===== config.mk =====
export PLATFORM = sky130hd
export DESIGN_NAME = gbn_front
export DESIGN_NICKNAME = d
export VERILOG_FILES = /design/src/hdl/gbn_pkg.sv /design/src/hdl/gbn_front.sv
export SDC_FILE = /design/constraint.sdc
export NUM_CORES = 1
export LEC_CHECK = 0
export BUFFER_PORTS_ARGS = -buffer_cell sky130_fd_sc_hd__buf_2
export CAP_MARGIN = 20
export CORE_AREA = 2 2 66 68
export CTS_BUF_LIST = sky130_fd_sc_hd__clkbuf_2 sky130_fd_sc_hd__clkbuf_4 sky130_fd_sc_hd__clkbuf_8
export DETAILED_ROUTE_END_ITERATION = 8
export DIE_AREA = 0 0 68 70
export GPL_TIMING_DRIVEN = 0
export PLACE_DENSITY = 0.77
export SLEW_MARGIN = 20
export SYNTH_ARGS = -nofsm -noshare
export SYNTH_HDL_FRONTEND = slang
export SYNTH_SLANG_ARGS = --single-unit
export TNS_END_PERCENT = 20

===== constraint.sdc =====
create_clock -name i_clk -period 1.6 [get_ports i_clk]
set_clock_uncertainty 0.1 [all_clocks]
set_input_delay 0.16 -clock i_clk [delete_from_list [all_inputs] [get_ports i_clk]]
set_output_delay 0.16 -clock i_clk [all_outputs]
set_load 0.02 [all_outputs]

===== src/hdl/gbn_pkg.sv =====
// ----------------------------------------------------------------------------
// gbn_pkg - shared types for the greedy box suppression block
// Word layouts, queue entry, sequencer states and small helpers.
// ----------------------------------------------------------------------------
`default_nettype none
package gbn_pkg;

    localparam logic [15:0] ThrReset = 16'd29491;

    typedef struct packed {
        logic [15:0] left_edge;
        logic [15:0] top_edge;
        logic [15:0] right_edge;
        logic [15:0] bottom_edge;
        logic [15:0] box_score;
        logic        final_box;
    } t_box_in;

    typedef struct packed {
        logic [5:0] kept_index;
        logic       final_kept;
    } t_kept_out;

    typedef struct packed {
        logic [15:0] left;
        logic [15:0] top;
        logic [15:0] right;
        logic [15:0] bottom;
    } t_box;

    typedef struct packed {
        logic    store;
        t_box_in word;
    } t_q_entry;

    typedef enum logic [2:0] {
        S_IDLE,
        S_RANK,
        S_RDA,
        S_RDB,
        S_CHK,
        S_INNER,
        S_FLUSH
    } t_state;

    function automatic logic [15:0] span16(input logic [15:0] lo, input logic [15:0] hi);
        span16 = (hi > lo) ? (hi - lo) : 16'd0;
    endfunction

    function automatic logic [15:0] max16(input logic [15:0] a, input logic [15:0] b);
        max16 = (a > b) ? a : b;
    endfunction

    function automatic logic [15:0] min16(input logic [15:0] a, input logic [15:0] b);
        min16 = (a < b) ? a : b;
    endfunction

endpackage
`default_nettype wire


===== src/hdl/gbn_front.sv =====
// ----------------------------------------------------------------------------
// gbn_front - load side
// Accepts box words, masks coordinates and marks loads beyond the store as drops.
// ----------------------------------------------------------------------------
`default_nettype none
module gbn_front #(
    parameter int MAX_BOXES  = 64,
    parameter int COORD_BITS = 16
) (
    input  wire logic             i_clk,
    input  wire logic             i_rst_n,
    input  wire logic             i_in_valid,
    output logic                  o_in_ready,
    input  wire gbn_pkg::t_box_in i_in_data,
    input  wire logic             i_q_full,
    output logic                  o_q_push,
    output gbn_pkg::t_q_entry     o_q_entry
);
    import gbn_pkg::*;

    localparam int CW  = $clog2(MAX_BOXES + 1);
    localparam int CmW = (COORD_BITS < 16) ? COORD_BITS : 16;
    localparam logic [15:0] CoordMask = 16'((32'd1 << CmW) - 32'd1);

    logic [CW-1:0] r_cnt, n_cnt;
    logic          w_store;

    assign o_in_ready = !i_q_full;
    assign o_q_push   = i_in_valid && !i_q_full;
    assign w_store    = r_cnt < CW'(MAX_BOXES);

    always_comb begin
        o_q_entry                  = '0;
        o_q_entry.store            = w_store;
        o_q_entry.word.left_edge   = i_in_data.left_edge & CoordMask;
        o_q_entry.word.top_edge    = i_in_data.top_edge & CoordMask;
        o_q_entry.word.right_edge  = i_in_data.right_edge & CoordMask;
        o_q_entry.word.bottom_edge = i_in_data.bottom_edge & CoordMask;
        o_q_entry.word.box_score   = i_in_data.box_score;
        o_q_entry.word.final_box   = i_in_data.final_box;
        n_cnt = r_cnt;
        if (o_q_push) begin
            if (i_in_data.final_box) begin
                n_cnt = '0;
            end else if (w_store) begin
                n_cnt = r_cnt + CW'(1);
            end
        end
    end

    always_ff @(posedge i_clk) begin
        if (!i_rst_n) begin
            r_cnt <= '0;
        end else begin
            r_cnt <= n_cnt;
        end
    end

endmodule
`default_nettype wire


# Word level (Yosys, flattened, before mapping)
# Cells that the tools add are included.
# word_totals
register_bits	7
latch_bits	0
mem_bits_rw	0
romBits	0
in_bits	85
mem_count	0
# op_classes
add_sub_neg	1
multipliers	0
div_mod_pow	0
n_lt_le_gt_ge	1
n_eq_ne	0
shift	0
mux	2
bitwise_logic	0
reduce_logical	4
# ops
operator	count
$mux W7	2
$add A7 B1 Y7 const B	1
$lt A7 B7 Y1 const B	1
$reduce_and A2 Y1	1
$reduce_bool A2 Y1	1
$logic_and A1 B1 Y1	1
$logic_not A1 Y1	1

# Depth between registers and ports, before layout
# logic_depth
ltp_word	3
depth_mapped	5
mapped_depth_nobuf	4

# Worst setup path before layout
# Ideal clock, no wire load.
# synth_timing
kind	register -> register
from	register r_cnt[0]
to	register r_cnt[2]
setup_time_ns	0.070
t_arrival_ns	1.156
setup_slack_ns	0.274
stages_incl_launch_ff	5
path_buffers	0
cell_sequence	dfxtp_1 -> ha_1 -> inv_1 -> or4_1 -> a21oi_1
# synth_between
elab_chain_cells	3
# synth_lines
element	line_no	source
start: declaration	gbn_front.sv:25	logic [CW-1:0] r_cnt, n_cnt;
start signal: assignment	gbn_front.sv:55	r_cnt <= n_cnt;
$add A7 B1 Y7 or $lt A7 B7 Y1 (tied branches)	gbn_front.sv:46, gbn_front.sv:30	
$mux W7 or $reduce_bool A2 Y1 (tied branches)	n/a	
$mux W7 or $reduce_and A2 Y1 (tied branches)	n/a	
# Parallel ways exist; a longest one is shown, timed or not. The select of a mux whose other input is x is not followed.
# A chain may end at the register's enable or synchronous reset.

# Worst setup path after layout
# Ends and elaborated chain as after synthesis.

==> key figures <==
Run status
  – Run status: completed

Floorplan
  – Starting Density: 0.244
  – Placeable core region: ~4100 µm²
  – # rows: 24
  – Die height: approximately 70 µm
  – I/O pin count: roughly 170
  – Total die area: 4760 µm²
  – Die W: around 70 µm

STA
  – Final Critical Period: between 1 and 1.5 ns
  – Final count of pins violating max slew: 0
  – Rel. slew slack: 0.722
  – Period Utilization, post-route: 0.879
  – Final setup vio count: 0
  – Hold slack: 0.181 ns
  – Highest Clock Rate: 711 MHz
  – Slew of the pin with the lowest slew margin: about 0.42 ns
  – RSZ-0062 raised after global routing: false
  – Setup TNS: 0 ns
  – Final hold vios: 0

Worst setup path
  – Worst path cell trace: ha_1, inv_1, or4_1, a21oi_1
  – Setup CP Type: reg2reg
  – Crit-path slowest cell: or4_1
  – Crit. End Element: flop
  – CP max FO: 4
  – Crit path DAT: ~1.5 ns
  – Buf+Inv Stages, Crit Path: 1
  – Startpoint type of the worst setup path: flop
  – Top delay family on crit path: simple AND/OR/NAND/NOR gates
  – Critical path required time: 1.66 ns
  – Cell count along the critical path: 4
  – Reg2reg path depth: 4
  – CP peak stage delay: 0.50 ns

Logic synthesis
  – Post-Syn Area: between 1000 and 1500 µm²
  – Post-Syn Instances: between 100 and 150
  – Yosys warns: 0
  – Count of state elements after synthesis: 7
  – Sequential share of the synthesized area: 0.139
  – Synth Area per Inst: roughly 7.9 µm²
  – Syn_nets: between 200 and 250
  – Distinct cells, synth: 24

Place
  – I/O Buffers: 87
  – Final GP Congestion: about 0.76
  – Area post-placement: between 1500 and 2000 µm²
  – Post-DP HPWL: about 2.2 mm

Layout
  – Diode count: 0
  – Max reg flops: 7
  – Commonest non-fill, non-tap cell in the layout: buf_2
  – Fin nets: approximately 300
  – Design area: about 1600 µm²
  – Top reg by flops: r_cnt
  – Fraction of layout cells with a size suffix above 1: 0.804
  – Biggest regs: r_cnt (7)
  – Syn-to-layout area delta: 54.3%
  – Commonest cells after routing, fill and taps aside: buf_2, buf_4, dfxtp_1

Routing
  – Routed Antenna Nets: 0
  – Via count: 1,027
  – Drt pass-1 iters: 4
  – DRC viols: 0
  – Drt total wl: approximately 2.5 mm
  – Vias per cell: ~3.8
  – WL per Instance: between 9 and 10 µm
  – Drt initial violations: 21

GRT
  – Vias in the first global route: 802
  – Initial antenna violation count: 0
  – First-pass GRT wire length: between 3 and 4 mm
  – Largest net degree at the start of global routing: 10
  – Global route overflow: 0
  – Global Route Usage Sum: 0.0882

Clock tree
  – Cts repair resizes: 0
  – Clk_lat worst skew: ~0.23 ns
  – Post-CTS Setup Bufs: 0
  – # hold bufs at CTS: 0
  – CTS Root Cell: clkbuf_8
  – TritonCTS clock tree: done
  – CTS sink cnt: 7
  – CTS H-tree lvls: 1
  – Clock slew seen by the registers of the worst setup and hold paths: about 0.040 ns
  – Total CTS buffers: 3
  – CTS Buffer Depth: 2

Power and ir drop
  – Power Density: between 500 and 600 nW/µm²
  – PnR Total Power: 870 µW
  – VDD IR max: about 0.00051 V
  – Leakage: roughly 0.00090 µW

Worst hold path
  – Count of cells along the worst hold path: 3
  – Hold/Removal Path Class: in2reg

Flow run
  – MaxCap Viol Count: 0
-- final cells by class --
class                   instances  area [µm²]
well taps                      52        65.1
multi-input cells              31         218
inverters                       6        22.5
clock buffers                   4        48.8
repair buffers                 87         435
fillers                       431        2580
plain buffers                  84         631
flip-flops and latches          7         140
-- cells in the mapped netlist --
cell / count / area share
o21ai_0: 2 / 0.0099
nand3_1: 3 / 0.015
a21boi_1: 2 / 0.015
nor2b_1: 1 / 0.0062
nand2_1: 3 / 0.011
nand2b_4: 1 / 0.014
nor4b_1: 1 / 0.0087
inv_2: 1 / 0.0037
nand3b_1: 4 / 0.030
buf_1: 1 / 0.0037
inv_1: 5 / 0.019
nand4_1: 1 / 0.0062
buf_4: 82 / 0.61
a21oi_1: 1 / 0.0049
dfxtp_1: 7 / 0.14
nor4_1: 2 / 0.012
mux2i_1: 3 / 0.030
buf_6: 1 / 0.011
ha_1: 1 / 0.012
o31ai_1: 1 / 0.0074
nor2_1: 1 / 0.0037
a41oi_1: 1 / 0.0087
and3_1: 1 / 0.0062
or4_1: 2 / 0.015
-- through the flow --
stage,setup WS [ns],cells,util
floorplan,0.274,128,-
global placement,0.232,267,0.365
detailed placement,0.198,267,0.365
CTS,0.189,271,0.377
global route,0.0334,271,0.377
finish,0.194,271,0.377
-- per-layer routing --
metal  up-vias  track usage  share of wire
met2        93        0.178           0.53
met3         0       0.0274           0.17
met1       424       0.0748           0.30
met5         -            0              0
li1        510            -              -
met4         0       0.0333              0
-- logic make-up after synthesis --
logic type,after synthesis,share of synthesized area
flops,7,0.139
compound gates,7,0.0458
simple gates,20,0.127
buf+inv,90,0.646
mux,3,0.0297
fa+ha+maj,1,0.0124
-- power by group --
part / switching (µW) / leakage [µW] / internal (µW) / total (µW)
combinational: 213 / 0.000822 / 208 / 421
sequential: 1.16 / 0.0000565 / 177 / 178
clock: 80.9 / 0.0000262 / 190 / 271
-- final timing paths --
kind                              startpoint  endpoint  slack [ns]
worst min-delay path            i_in_data[0]  r_cnt[0]        0.18
worst max-delay path                r_cnt[0]  r_cnt[2]        0.19
worst max register to register      r_cnt[0]  r_cnt[2]        0.19
worst min register to register      r_cnt[4]  r_cnt[4]        0.39
-- worst reg2reg max path: stages (launching register included) --
cell,delay (ns)
dfxtp_1,0.35
ha_1,0.19
inv_1,0.07
or4_1,0.50
a21oi_1,0.14
No activity file was read; power rests on OpenSTA's default activity.
