$ cat config.mk
export PLATFORM = sky130hd
export DESIGN_NAME = gbn_queue
export DESIGN_NICKNAME = d
export VERILOG_FILES = /design/src/hdl/gbn_pkg.sv /design/src/hdl/gbn_queue.sv
export SDC_FILE = /design/constraint.sdc
export NUM_CORES = 1
export LEC_CHECK = 0
export CORE_MARGIN = 3
export CORE_UTILIZATION = 64
export DETAILED_ROUTE_END_ITERATION = 8
export DONT_BUFFER_PORTS = 1
export PLACE_DENSITY = 0.8
export SLEW_MARGIN = 25
export SYNTH_ARGS = -nofsm -noshare
export SYNTH_HDL_FRONTEND = slang
export SYNTH_SLANG_ARGS = --single-unit
$ cat constraint.sdc
create_clock -name i_clk -period 4.2 [get_ports i_clk]
set_input_delay 0 -clock i_clk [delete_from_list [all_inputs] [get_ports i_clk]]
set_output_delay 0 -clock i_clk [all_outputs]
set_load 0.01 [all_outputs]
$ cat src/hdl/gbn_pkg.sv
// ----------------------------------------------------------------------------
// gbn_pkg - shared types for the greedy box suppression block
// Word layouts, queue entry, sequencer states and small helpers.
// ----------------------------------------------------------------------------
`default_nettype none
package gbn_pkg;

    localparam logic [15:0] ThrReset = 16'd29491;

    typedef struct packed {
        logic [15:0] left_edge;
        logic [15:0] top_edge;
        logic [15:0] right_edge;
        logic [15:0] bottom_edge;
        logic [15:0] box_score;
        logic        final_box;
    } t_box_in;

    typedef struct packed {
        logic [5:0] kept_index;
        logic       final_kept;
    } t_kept_out;

    typedef struct packed {
        logic [15:0] left;
        logic [15:0] top;
        logic [15:0] right;
        logic [15:0] bottom;
    } t_box;

    typedef struct packed {
        logic    store;
        t_box_in word;
    } t_q_entry;

    typedef enum logic [2:0] {
        S_IDLE,
        S_RANK,
        S_RDA,
        S_RDB,
        S_CHK,
        S_INNER,
        S_FLUSH
    } t_state;

    function automatic logic [15:0] span16(input logic [15:0] lo, input logic [15:0] hi);
        span16 = (hi > lo) ? (hi - lo) : 16'd0;
    endfunction

    function automatic logic [15:0] max16(input logic [15:0] a, input logic [15:0] b);
        max16 = (a > b) ? a : b;
    endfunction

    function automatic logic [15:0] min16(input logic [15:0] a, input logic [15:0] b);
        min16 = (a < b) ? a : b;
    endfunction

endpackage
`default_nettype wire

$ cat src/hdl/gbn_queue.sv
// ----------------------------------------------------------------------------
// gbn_queue - two-entry queue between load side and suppression engine
// Holds load words while the engine is busy with a set; head is registered.
// ----------------------------------------------------------------------------
`default_nettype none
module gbn_queue (
    input  wire logic              i_clk,
    input  wire logic              i_rst_n,
    input  wire logic              i_push,
    input  wire gbn_pkg::t_q_entry i_entry,
    input  wire logic              i_pop,
    output logic                   o_valid,
    output logic                   o_full,
    output gbn_pkg::t_q_entry      o_head
);
    import gbn_pkg::*;

    t_q_entry   r_e0, r_e1;
    logic [1:0] r_cnt;

    assign o_valid = r_cnt != 2'd0;
    assign o_full  = r_cnt == 2'd2;
    assign o_head  = r_e0;

    always_ff @(posedge i_clk) begin
        if (!i_rst_n) begin
            r_cnt <= 2'd0;
        end else begin
            r_cnt <= r_cnt + 2'(i_push) - 2'(i_pop);
        end
    end

    always_ff @(posedge i_clk) begin
        if (i_pop) begin
            if (i_push && r_cnt == 2'd1) begin
                r_e0 <= i_entry;
            end else begin
                r_e0 <= r_e1;
            end
            if (i_push && r_cnt == 2'd2) begin
                r_e1 <= i_entry;
            end
        end else if (i_push) begin
            if (r_cnt == 2'd0) begin
                r_e0 <= i_entry;
            end else begin
                r_e1 <= i_entry;
            end
        end
    end

endmodule
`default_nettype wire

# Yosys cells after proc, flatten, opt, wreduce, memory -nomap -nowiden
# Cells that the tools add are included.
dict set report word_totals {
  register_bits 166
  latchBits 0
  ram_bits 0
  mem_bits_ro 0
  in_bits 86
  out_inout_bits 84
  elab_cells 37
  n_memories 0
}
dict set report classes {
  addsub 2
  n_mul 0
  div 0
  n_lt_le_gt_ge 0
  n_eq_ne 4
  n_shift 0
  muxes 8
  bitwise 0
  reduce_logical 8
}
# cell n
set op_table {}
lappend op_table {{$mux 82} 8}
lappend op_table {{$reduce_bool 2->1} 3}
lappend op_table {{$reduce_and 3->1} 1}
lappend op_table {{$add 2x1->2} 1}
lappend op_table {{$eq 2x1->1 const B} 1}
lappend op_table {{$eq 2x2->1 const B} 1}
lappend op_table {{$logic_and 1x1->1} 2}
lappend op_table {{$logic_not 2->1} 1}
lappend op_table {{$ne 2x1->1 const B} 1}
lappend op_table {{$ne 2x2->1 const B} 1}
lappend op_table {{$reduce_and 2->1} 1}
lappend op_table {{$sub 2x1->2} 1}

# Longest topological paths before layout
dict set report logic_depth {
  ltp_word 4
  mapped_depth 9
  ltp_nobuf 6
}

# Worst setup path after synthesis
# OpenSTA, ideal clock, no wires.
dict set report synth_timing {
  path_kind {reg2reg}
  from {reg r_cnt[1]}
  to {reg r_e1[0] (netlist bit), enable pin}
  setup_time_ns 0.447
  t_arrival_ns 2.688
  required_ns 3.753
  setup_slack_ns 1.065
  stages_incl_launch_ff 4
  path_buffers 1
  synth_period_minus_slack_ns 3.135
  path_cell_list {dfxtp_1 > clkbuf_1 > and2b_1 > o21a_1}
}
dict set report synth_between {
  elab_chain_len 4
  word_cells_on_any_way 6
  cone_classes {eq/ne: 3; reduce/logical: 3}
}
# item line
set synth_rtl {}
lappend synth_rtl {{start, declared} gbn_queue.sv:19} ;# logic [1:0] r_cnt;
lappend synth_rtl {{start signal, assigned} gbn_queue.sv:29} ;# r_cnt <= r_cnt + 2'(i_push) - 2'(i_pop);
lappend synth_rtl {{$eq 2x2->1} --}
lappend synth_rtl {{named net o_full} gbn_queue.sv:13} ;# output logic o_full,
lappend synth_rtl {{$logic_and 1x1->1} gbn_queue.sv:40} ;# if (i_push && r_cnt == 2'd2) begin
lappend synth_rtl {{$ne 2x1->1 (no source line)} --}
lappend synth_rtl {{$reduce_and 3->1 (no source line)} --}
lappend synth_rtl {{end signal, assigned} gbn_queue.sv:41} ;# r_e1 <= i_entry;
lappend synth_rtl {{end signal, assigned} gbn_queue.sv:47} ;# r_e1 <= i_entry;
lappend synth_rtl {{end, declared} gbn_queue.sv:18} ;# t_q_entry r_e0, r_e1;
# The timed path passes the listed nets, and every way through them passes these cells.
# A chain may end at the register's enable or synchronous reset.

# Final worst setup path
dict set report layout_timing {
  from {reg r_cnt[0]}
  to {reg r_e0, in the netlist o_head[12], data pin}
}
dict set report layout_between {
  elab_chain_len 4
}
# item line
set layout_rtl {}
lappend layout_rtl {{$eq 2x1->1} gbn_queue.sv:35} ;# if (i_push && r_cnt == 2'd1) begin
lappend layout_rtl {{$logic_and 1x1->1} gbn_queue.sv:35}
lappend layout_rtl {{$mux 82} gbn_queue.sv:35}
lappend layout_rtl {{$mux 82} gbn_queue.sv:34} ;# if (i_pop) begin
lappend layout_rtl {{end signal, assigned} gbn_queue.sv:36} ;# r_e0 <= i_entry;
lappend layout_rtl {{end signal, assigned} gbn_queue.sv:38} ;# r_e0 <= r_e1;
lappend layout_rtl {{end signal, assigned} gbn_queue.sv:45} ;# r_e0 <= i_entry;
lappend layout_rtl {{end, declared} gbn_queue.sv:18}
# No other way between the ends.

==> impl_metrics.tcl <==
set metrics [dict create \
    via_per_inst 6.22 \
    pin_count 170 \
    via_count 4971 \
    ant_nets 0 \
    status "finished, final reports clean" \
    max_freq_mhz 365 \
    syn2layout_area_growth_pct 19.4 \
    htreeDepth 4 \
    synth.largest_area_cell "edfxtp_1" \
    grt_pass1_wl_um 27200 \
    drive_gt1_share_pct 19.2 \
    intPower_mw 3.45 \
    dp_cells 679 \
    rsz0062_at_grt "false" \
    die_x_um 117 \
    synth_nets 651 \
    arrival_ns 2.90 \
    fp.dieArea_um2 13800 \
    grt_pass1_vias 4940 \
    dpl.hpwl_um 8890 \
    finalHoldViolCount 0 \
    holdBufCountCts 86 \
    crit_required_ns 4.36 \
    clk_latency_ns 0.43 \
    path_max_fanout 87 \
    gp_congestion 0.753 \
    finalClockSkew_ns 0.00634 \
    setup_tns_ns 0 \
    grt_max_degree 165 \
    cts_root_buf "clkbuf_16" \
    ff_latch_area_um2 4970 \
    period_needed_ns 2.74 \
    switching_power_mw 1.18 \
    cts_resized 0 \
    drtPass1Iterations 5 \
    cts_made_buffers 17 \
    seqPwrFrac_pct 50.0 \
    pre_cts_ws_ns 1.44 \
    grt_usage_pct 25.2 \
    cts_setup_buffers 0 \
    syn-instance-count 563 \
    p_sw_share_pct 25.5 \
    power_mw 4.63 \
    multi_input_area_um2 2680 \
    hold_path_class "input port to flop" \
    cts_max_path_buffers 2 \
    yosysWarnings 0 \
    fin_nets 705 \
    fin_crit_sh_pct 65.3 \
    synth_cell_types 22 \
    syn_area_um2 7940 \
    ir_drop_uv 350 \
    crit_type "flop to flop" \
    wirelength_um 17400 \
    syn_avg_cell_area_um2 14.1 \
    antenna_found_initial 1 \
    fin_util_pct 78.6 \
    end_kind "flop" \
    tightest_slew_ns 1.00 \
    finalSetupViolations 0 \
    ys_top_cells_by_area "edfxtp_1, o211ai_2, nand4b_1, nand2b_1, nand2_1" \
    relSlewSlack_pct 33.3 \
    power_density_nw_per_um2 488 \
    drt-wirelength-per-cell_um 21.7 \
    overflow 0 \
    cts_sinks 166 \
    drv_slew 0 \
    drtIter0Drc 471 \
    p_leak_nw 3.32 \
    die_y_um 117 \
    num_rows 40 \
    cts_tree "built" \
    design.core.area_um2 12100 \
    p_comb_share_pct 13.8 \
    fillers 659 \
    fin_cells 799 \
    clkPwrFrac_pct 36.2 \
    clk_pin_slew_ns 0.06 \
    cap_violations 0 \
    synth_top_area_share_pct 62.0 \
    drc 0 \
    port_buffers 0 \
    critPathLaunchType "flop" \
    ys_ff_latch 166 \
    start_util_pct 65.8 \
    setup_ws_ns 1.46 \
    ys_seq_area_share_pct 62.5 \
]
-- synth_stat cells --
master / n
a21o_1: 1
and2_1: 1
and2b_1: 1
and3b_1: 1
buf_1: 1
buf_2: 24
buf_4: 1
buf_6: 9
clkbuf_1: 20
dfxtp_1: 2
edfxtp_1: 164
ha_1: 2
inv_1: 3
nand2_1: 82
nand2b_1: 82
nand4b_1: 82
nor2_1: 1
nor2b_1: 2
o211ai_1: 2
o211ai_2: 80
o21a_1: 1
xnor3_1: 1
-- logic make-up after synthesis --
family	count (synthesis)	synth area share, %
AND/OR/NAND/NOR	252	19.9
flip-flops	166	62.5
AO/OA/AOI/OAI	84	13.0
buffers and inverters	58	4.02
adder cells (fa/ha/maj)	2	0.315
XOR/XNOR	1	0.284
-- worst paths after layout --
path                                from    endpoint  slack [ns]  cells after the start
worst max-delay path            r_cnt[0]  o_head[12]        1.46                      3
worst min-delay path              i_push     r_e1[7]        0.07                      1
worst max register to register  r_cnt[0]  o_head[12]        1.46                      3
worst min register to register  r_e1[59]  o_head[59]        0.60                      2
-- metal layers --
metal | vias to the layer above | global-route usage, % | share of wire [%]
met5 | - | 0 | 0
met4 | 0 | 10.7 | 2.4
met3 | 32 | 6.70 | 6.6
met2 | 203 | 40.9 | 52
met1 | 2474 | 32.4 | 39
li1 | 2262 | - | -
-- stage by stage --
step,hold WS [ns],area [um2]
CTS,0.0694,9460
detailed placement,0.0990,7920
finish,0.0719,9480
global route,0.0886,9480
floorplan,0.0989,7940
global placement,0.0990,7890
-- final cells by class --
class | count | area share, %
Antenna cell | 1 | 0.0264
Tap cell | 168 | 2.22
Timing Repair Buffer | 90 | 10.2
Multi-Input combinational cell | 339 | 28.2
Sequential cell | 166 | 52.4
Clock buffer | 19 | 4.57
Inverter | 3 | 0.119
Clock inverter | 13 | 2.17
-- critical path, cell delays in order (launching register included) --
cell	delay [ns]
dfxtp_4	0.99
and3b_4	0.95
buf_12	0.36
o211ai_2	0.13
-- state kept, by name, indices dropped and copies added, names as in the netlist --
name    cells
r_e1       82
o_head     82
r_cnt       2
-- cell usage in the layout, fill, tap and decap left out, drive strengths merged, types with 5 or more instances in the layout --
cell type,count
clkinv,5
dlygate4sd3,84
o211ai,82
nand4b,82
clkbuf,19
bufinv,5
edfxtp,164
nand2b,82
nand2,82
buf,6
-- power groups by stage --
stage | registers [mW] | clock network [mW] | logic (mW)
6_report | 2.31 | 1.67 | 0.639
5_1_grt | 2.33 | 1.76 | 0.692
4_1_cts | 2.31 | 1.69 | 0.631
3_5_place_dp | 2.35 | 0 | 0.502
3_3_place_gp | 2.34 | 0 | 0.474
2_1_floorplan | 2.27 | 0 | 0.487
(Power assumes the default switching activity.)
